### src/fpc_pkg.sv
// ----------------------------------------------------------------------------
// fpc_pkg
// Shared types and constants of the single-precision portable word codec.
// ----------------------------------------------------------------------------
package fpc_pkg;

    localparam logic ACT_ENCODE = 1'b0;
    localparam logic ACT_DECODE = 1'b1;

    localparam logic [7:0] EXP_ALL_ONES = 8'hff;
    localparam logic [9:0] EXP_BIAS     = 10'd127;

    // Classified operand, after stage two
    typedef struct packed {
        logic              valid;
        logic              action;
        logic              sign;
        logic              zero;
        logic              inf_nan;
        logic              subn;
        logic [23:0]       mag;
        logic [4:0]        lead;
        logic signed [9:0] exp;
    } cls_t;

    // Aligned operand, after stage three
    typedef struct packed {
        logic              valid;
        logic              action;
        logic              sign;
        logic              zero;
        logic              inf_nan;
        logic signed [9:0] exp;
        logic [30:0]       body;
    } aln_t;

endpackage

### src/fpc_classify.sv
// ----------------------------------------------------------------------------
// fpc_classify
// Splits the operand into sign, exponent and magnitude, finds the leading one.
// ----------------------------------------------------------------------------
module fpc_classify (
    input  logic          clk,
    input  logic          rst_n,
    input  logic          in_valid,
    input  logic          action,
    input  logic [31:0]   word,
    output fpc_pkg::cls_t cls
);
    import fpc_pkg::*;

    cls_t cls_reg;
    cls_t cls_next;

    always_comb
    begin
        logic [7:0]  ee;
        logic [22:0] frac;
        logic [23:0] u;
        logic [6:0]  eh;
        ee   = word[30:23];
        frac = word[22:0];
        u    = word[31:8];
        eh   = word[7:1];
        cls_next        = '0;
        cls_next.valid  = in_valid;
        cls_next.action = action;
        if (action == ACT_ENCODE)
        begin
            cls_next.sign    = word[31];
            cls_next.inf_nan = (ee == EXP_ALL_ONES);
            cls_next.subn    = (ee == 8'd0);
            cls_next.zero    = (ee == 8'd0) && (frac == 23'd0);
            cls_next.mag     = {(ee != 8'd0), frac};
            cls_next.exp     = $signed({2'b00, ee} - EXP_BIAS);
        end
        else
        begin
            // odd zigzag codes are negative: magnitude is half plus one
            cls_next.sign = u[0];
            cls_next.mag  = {1'b0, u[23:1]} + {23'd0, u[0]};
            cls_next.zero = (cls_next.mag == 24'd0);
            if (word[0])
                cls_next.exp = -$signed({3'b000, eh});
            else
                cls_next.exp = $signed({3'b000, eh}) + 10'sd1;
        end
        for (int i = 0; i < 24; i++)
        begin
            if (cls_next.mag[i])
                cls_next.lead = 5'(i);
        end
    end

    always_ff @(posedge clk or negedge rst_n)
    begin
        if (!rst_n)
            cls_reg <= '0;
        else
            cls_reg <= cls_next;
    end

    assign cls = cls_reg;

endmodule

### src/fpc_align.sv
// ----------------------------------------------------------------------------
// fpc_align
// Normalizes the significand; on decode, builds exponent and fraction fields.
// ----------------------------------------------------------------------------
module fpc_align (
    input  logic          clk,
    input  logic          rst_n,
    input  fpc_pkg::cls_t cls,
    output fpc_pkg::aln_t aln
);
    import fpc_pkg::*;

    aln_t aln_reg;
    aln_t aln_next;

    always_comb
    begin
        logic [23:0]       norm;
        logic signed [9:0] e_unb;
        logic signed [9:0] sh;
        logic [7:0]        biased;
        logic [22:0]       frac;
        norm   = cls.mag << (5'd23 - cls.lead);
        e_unb  = $signed({5'd0, cls.lead}) + cls.exp - 10'sd23;
        sh     = cls.exp + 10'sd126;
        biased = 8'd0;
        frac   = 23'd0;
        aln_next         = '0;
        aln_next.valid   = cls.valid;
        aln_next.action  = cls.action;
        aln_next.sign    = cls.sign;
        aln_next.zero    = cls.zero;
        aln_next.inf_nan = cls.inf_nan;
        if (cls.action == ACT_ENCODE)
        begin
            if (cls.subn)
            begin
                aln_next.exp  = $signed({5'd0, cls.lead}) - 10'sd149;
                aln_next.body = {8'd0, norm[23:1]};
            end
            else
            begin
                aln_next.exp  = cls.exp;
                aln_next.body = {8'd0, cls.mag[23:1]};
            end
        end
        else
        begin
            if (e_unb > 10'sd127)
            begin
                biased = EXP_ALL_ONES;
            end
            else if (e_unb >= -10'sd126)
            begin
                biased = 8'(e_unb + $signed(EXP_BIAS));
                frac   = norm[22:0];
            end
            else if (sh < 10'sd0)
            begin
                // halve with round to nearest even
                frac = cls.mag[23:1] + {22'd0, cls.mag[0] & cls.mag[1]};
            end
            else
            begin
                frac = 23'(cls.mag << sh[4:0]);
            end
            aln_next.body = {biased, frac};
        end
    end

    always_ff @(posedge clk or negedge rst_n)
    begin
        if (!rst_n)
            aln_reg <= '0;
        else
            aln_reg <= aln_next;
    end

    assign aln = aln_reg;

endmodule

### src/fpc_pack.sv
// ----------------------------------------------------------------------------
// fpc_pack
// Zigzags exponent and significand on encode, assembles the result word.
// ----------------------------------------------------------------------------
module fpc_pack (
    input  logic          clk,
    input  logic          rst_n,
    input  fpc_pkg::aln_t aln,
    output logic          done,
    output logic [31:0]   result_word,
    output logic          not_finite
);
    import fpc_pkg::*;

    logic        done_reg;
    logic [31:0] result_reg;
    logic [31:0] result_next;
    logic        nf_reg;
    logic        nf_next;

    always_comb
    begin
        logic [9:0]  zexp;
        logic [23:0] zsig;
        logic [9:0]  neg_exp;
        neg_exp = 10'(-aln.exp);
        if (aln.exp >= 10'sd0)
            zexp = {aln.exp[8:0], 1'b0};
        else
            zexp = {neg_exp[8:0], 1'b0} - 10'd1;
        zsig = {aln.body[22:0], 1'b0} - {23'd0, aln.sign};
        nf_next = 1'b0;
        if (aln.action == ACT_ENCODE)
        begin
            if (aln.inf_nan)
            begin
                result_next = 32'd0;
                nf_next     = 1'b1;
            end
            else if (aln.zero)
                result_next = 32'd1;
            else
                result_next = {zsig, 8'd0} | {22'd0, zexp};
        end
        else
        begin
            if (aln.zero)
                result_next = 32'd0;
            else
                result_next = {aln.sign, aln.body};
        end
    end

    always_ff @(posedge clk or negedge rst_n)
    begin
        if (!rst_n)
            done_reg <= 1'b0;
        else
            done_reg <= aln.valid;
    end

    always_ff @(posedge clk)
    begin
        result_reg <= result_next;
        nf_reg     <= nf_next;
    end

    assign done        = done_reg;
    assign result_word = result_reg;
    assign not_finite  = nf_reg;

endmodule

### src/float32_portable_word_codec_unit.sv
// ----------------------------------------------------------------------------
// float32_portable_word_codec_unit
// Single-precision word to portable code converter and back.
// ----------------------------------------------------------------------------
// Usage:
//   Drive action and operand_word with start high; a beat is taken at each
//   rising edge where start is high and busy is low. busy is always low, so
//   a new beat may be issued every cycle.
//   action low encodes IEEE single bits into the portable code; action high
//   decodes a code back to single bits.
//   Each beat yields one result: done is high for one cycle with result_word
//   and not_finite, from the pack register after the input, classify and
//   align registers. Results leave in issue order. Throughput is one beat
//   per cycle; the four register stages are input, classify, align, pack.
//   not_finite flags an infinity or NaN on encode; result_word is then zero.
//   The receiver cannot stall: it must take done when it appears.
//   Reset clears all valid bits; beats in flight are dropped.
// ----------------------------------------------------------------------------
module float32_portable_word_codec_unit (
    input  logic        clk,
    input  logic        rst_n,
    input  logic        start,
    output logic        busy,
    input  logic        action,
    input  logic [31:0] operand_word,
    output logic        done,
    output logic [31:0] result_word,
    output logic        not_finite
);
    import fpc_pkg::*;

    logic        in_valid_reg;
    logic        in_action_reg;
    logic [31:0] in_word_reg;
    cls_t        cls;
    aln_t        aln;

    assign busy = 1'b0;

    always_ff @(posedge clk or negedge rst_n)
    begin
        if (!rst_n)
            in_valid_reg <= 1'b0;
        else
            in_valid_reg <= start && !busy;
    end

    always_ff @(posedge clk)
    begin
        in_action_reg <= action;
        in_word_reg   <= operand_word;
    end

    fpc_classify u_classify (
        .clk      (clk),
        .rst_n    (rst_n),
        .in_valid (in_valid_reg),
        .action   (in_action_reg),
        .word     (in_word_reg),
        .cls      (cls)
    );

    fpc_align u_align (
        .clk   (clk),
        .rst_n (rst_n),
        .cls   (cls),
        .aln   (aln)
    );

    fpc_pack u_pack (
        .clk         (clk),
        .rst_n       (rst_n),
        .aln         (aln),
        .done        (done),
        .result_word (result_word),
        .not_finite  (not_finite)
    );

endmodule
### config.mk
export PLATFORM = sky130hd
export DESIGN_NAME = float32_portable_word_codec_unit
export DESIGN_NICKNAME = d
export VERILOG_FILES = /design/src/fpc_pkg.sv /design/src/fpc_classify.sv /design/src/fpc_align.sv /design/src/fpc_pack.sv /design/src/float32_portable_word_codec_unit.sv
export SDC_FILE = /design/constraint.sdc
export NUM_CORES = 1
export LEC_CHECK = 0
export ABC_CLOCK_PERIOD_IN_PS = 7500
export BUFFER_PORTS_ARGS = -buffer_cell sky130_fd_sc_hd__buf_2
export CORE_UTILIZATION = 45
export CTS_CLUSTER_SIZE = 25
export DETAILED_ROUTE_END_ITERATION = 7
export GPL_TIMING_DRIVEN = 1
export PLACE_DENSITY = 0.7
export SYNTH_ARGS = -nofsm -noshare
export SYNTH_HDL_FRONTEND = slang
export SYNTH_SLANG_ARGS = --single-unit
### constraint.sdc
create_clock -name clk -period 7.5 [get_ports clk]
set_input_delay 1.5 -clock clk [delete_from_list [all_inputs] [get_ports clk]]
set_output_delay 1.5 -clock clk [all_outputs]
set_load 0.02 [all_outputs]
==> flow_summary.yaml <==
status:
  status: "complete, no violations"
timing:
  unrepaired_setup_endpoints_after_global_routing: "no"
  final_number_of_setup_violating_endpoints: 0
  finalWorstPathRequiredPeriod_ns: 4.744
  report.final.slew_viol_count: 0
  final-hold-violation-count: 0
  whs_ns: 0.3484
  final.setup.worst_slack_ns: 2.756
  max_freq_mhz: 210.8
  period_share_pct: 63.26
  slew_headroom_pct: 24.75
  tightestPinTransition_ns: 1.100
  final_clock_skew_ns: 0.008473
  setup-tns-final_ns: 0
final_layout:
  fraction_of_layout_cells_with_a_size_suffix_above_1_pct: 15.26
  instances_no_fill: 1660
  diodes_inserted: 0
  area.growth.synth_to_final_pct: 8.404
  largest_reg_flops: 46
  multi_input_comb_area_mm2: 0.007202
  number_of_nets_in_the_finished_design: 1387
  layout_utilization_pct: 49.80
  sequential_cell_area_mm2: 0.003651
  fillCellCount: 2302
  finish.instance_area_mm2: 0.01254
cts:
  cts-resized-gates: 0
  cts_made_buffers: 17
  cts_max_level: 4
  postCtsHoldBufs: 0
  cts_root_buf: "sky130_fd_sc_hd__clkbuf_16"
  clkLatencyLatePin_ns: 0.43
  tritoncts: "done"
  max-clock-path-buffers: 2
  cts_sinks: 159
  cts_setup_buffers: 0
  clk_pin_slew_worst_paths_ns: 0.06
global_routing:
  vias_in_the_first_global_route: 9587
  antenna_found_initial: 0
  global_route.overflow_total: 0
  grt_max_degree: 61
  globalRouteTotalUtil_pct: 25.60
  grt_first_pass_wirelength_um: 52370
routing:
  viasPerCell: 6.143
  drt-pass1-iter-count: 5
  met2WireLength_um: 14900
  met1Wirelength_um: 14120
  highest-signal-layer: "met4"
  dr.first_iter.drc_count: 1038
  met3_wirelength_um: 2523
  drc: 0
  wl_um: 32930
  postRouteAntennaNets: 0
  routed_wire_length_per_instance_um: 19.84
  route.vias.total: 10200
setup_path:
  cp_data_arrival_time_ns: 5.09
  critical_path_peak_fanout: 31
  endpoint_kind: "flop"
  crit_path_max_incr_delay_ns: 0.99
  timing.critical_path.from: "u_classify.cls[0]$_DFF_PN0_"
  r2r-start: "u_classify.cls[0]$_DFF_PN0_"
  critical_path.cell_chain: "inv_2, ha_1, inv_1, ha_1, inv_1, fa_1, xor2_1, nand2b_1, mux2_2, or4b_1, a31oi_4, buf_4, mux2_2, o22ai_1"
  cp_data_required_time_ns: 7.84
  critPathLaunchType: "flop"
  slowest_stage: "sky130_fd_sc_hd__dfrtp_1"
  ff2ff_setup_slack_ns: 2.76
  critPathKind: "reg2reg"
synth:
  synthTopCellsByArea: "sky130_fd_sc_hd__dfrtp_1 (20%), sky130_fd_sc_hd__dfxtp_1 (11%), sky130_fd_sc_hd__mux4_2 (8.0%)"
  ys.flop_type: "sky130_fd_sc_hd__dfrtp_1"
  yosys.area.top_type: "sky130_fd_sc_hd__dfrtp_1"
  synthesis.nets: 1397
  ys_types: 88
  syn_avg_cell_area_um2: 8.717
  ys_warn_count: 0
  asyncSetResetFlopFracSynth_pct: 58.49
  seq_area_frac_synth_pct: 31.54
  cell_area_after_synthesis_mm2: 0.01157
  synth_enable_flop_cells: 0
  post-synth-top-area-fraction_pct: 20.12
  ys_seq_elements: 159
  netlist_instances: 1327
power:
  ir_drop_uv: 160.3
  leakage_nw: 5.057
  finalPower_mw: 3.059
  power_density_over_the_cells_mw_per_mm2: 243.9
placed_design:
  pre_cts_ws_ns: 2.783
  dpl.cell_count: 1628
  dpl-instance-area_mm2: 0.01197
  routability_cong: 0.9630
  dpl.hpwl_um: 24000
  place.port_buffers: 69
die:
  core_region_area_mm2: 0.02518
  die-area_mm2: 0.02635
  boundaryPins: 71
  die_y_um: 162.3
  dieWidth_um: 162.3
  start_util_pct: 45.94
  std_cell_rows: 58
hold_path:
  hold_path_class: "reg2reg"
  worst_hold_startpoint: "u_align.aln[45]$_DFF_PN0_"
flow_run:
  maxCapViolations: 0
## worst paths after layout
check / to / depth (start not counted)
setup / recovery: u_align.aln[0]$_DFF_PN0_ / 14
hold / removal: u_pack.done$_DFF_PN0_ / 0
setup reg to reg: u_align.aln[0]$_DFF_PN0_ / 14
hold reg to reg: u_pack.done$_DFF_PN0_ / 0
max in group asynchronous: u_classify.cls[1]$_DFF_PN0_ / 2
min in group asynchronous: u_align.aln[44]$_DFF_PN0_ / 1
## power breakdown
group	switching [mW]	internal, mW	total (mW)
Sequential	0.171	0.973	1.14
Clock	0.365	0.471	0.836
Combinational	0.616	0.462	1.08
Total	1.15	1.91	3.06
## layer usage
layer,track usage (%),vias up
li1,-,4804
met1,34.09,4765
met2,40.85,539
met3,4.304,90
met4,11.28,0
met5,0,-
## placed cells by master, fill, tap and decap left out, drive strengths merged, types with 32 or more instances in the layout
| cell type | count |
|---|---|
| inv | 71 |
| nand3 | 37 |
| o21ai | 66 |
| buf | 84 |
| a21oi | 54 |
| mux2i | 62 |
| xnor2 | 57 |
| o22ai | 32 |
| nor2 | 128 |
| nor3 | 38 |
| dfrtp | 93 |
| dfxtp | 66 |
| nand2 | 108 |
| ha | 33 |
| mux4 | 41 |
## cells in the mapped netlist, drive strengths merged (14+ instances only)
master    n
nor2    128
nand2   108
dfrtp    93
clkbuf   83
dfxtp    66
o21ai    66
inv      65
mux2i    62
xnor2    57
a21oi    54
mux4     41
nor3     38
nand3    37
ha       33
o22ai    32
xor2     31
buf      30
nor4     23
mux2     21
a211oi   17
nand4    17
a31oi    16
and3     16
or3      15
o31ai    14
## critical path: cells and delay by family, from the launching register on
| family | cells | cell delay [ns] |
|---|---|---|
| AO/OA/AOI/OAI | 2 | 0.31 |
| XOR/XNOR | 1 | 0.32 |
| adder cells (fa/ha/maj) | 3 | 0.86 |
| buffers and inverters | 4 | 0.83 |
| flip-flops | 1 | 0.99 |
| multiplexers | 2 | 0.68 |
| AND/OR/NAND/NOR | 2 | 0.65 |
## logic make-up after synthesis
| family | synth area share [%] |
|---|---|
| AND/OR/NAND/NOR | 19.35 |
| AO/OA/AOI/OAI | 17.06 |
| buffers and inverters | 6.219 |
| flip-flops | 31.54 |
| multiplexers | 15.39 |
| XOR/XNOR | 6.663 |
| adder cells (fa/ha/maj) | 3.743 |
| other | 0.03242 |
## layout make-up
cell class / count / share of cell area, %
multi-input combinational: 990 / 57.43
sequential: 159 / 29.12
timing repair buffer: 84 / 3.672
clock buffer: 18 / 3.502
tap: 330 / 3.293
inverter: 65 / 1.946
clock inverter: 14 / 1.038
Note: power is estimated with default switching activity, not from simulation.
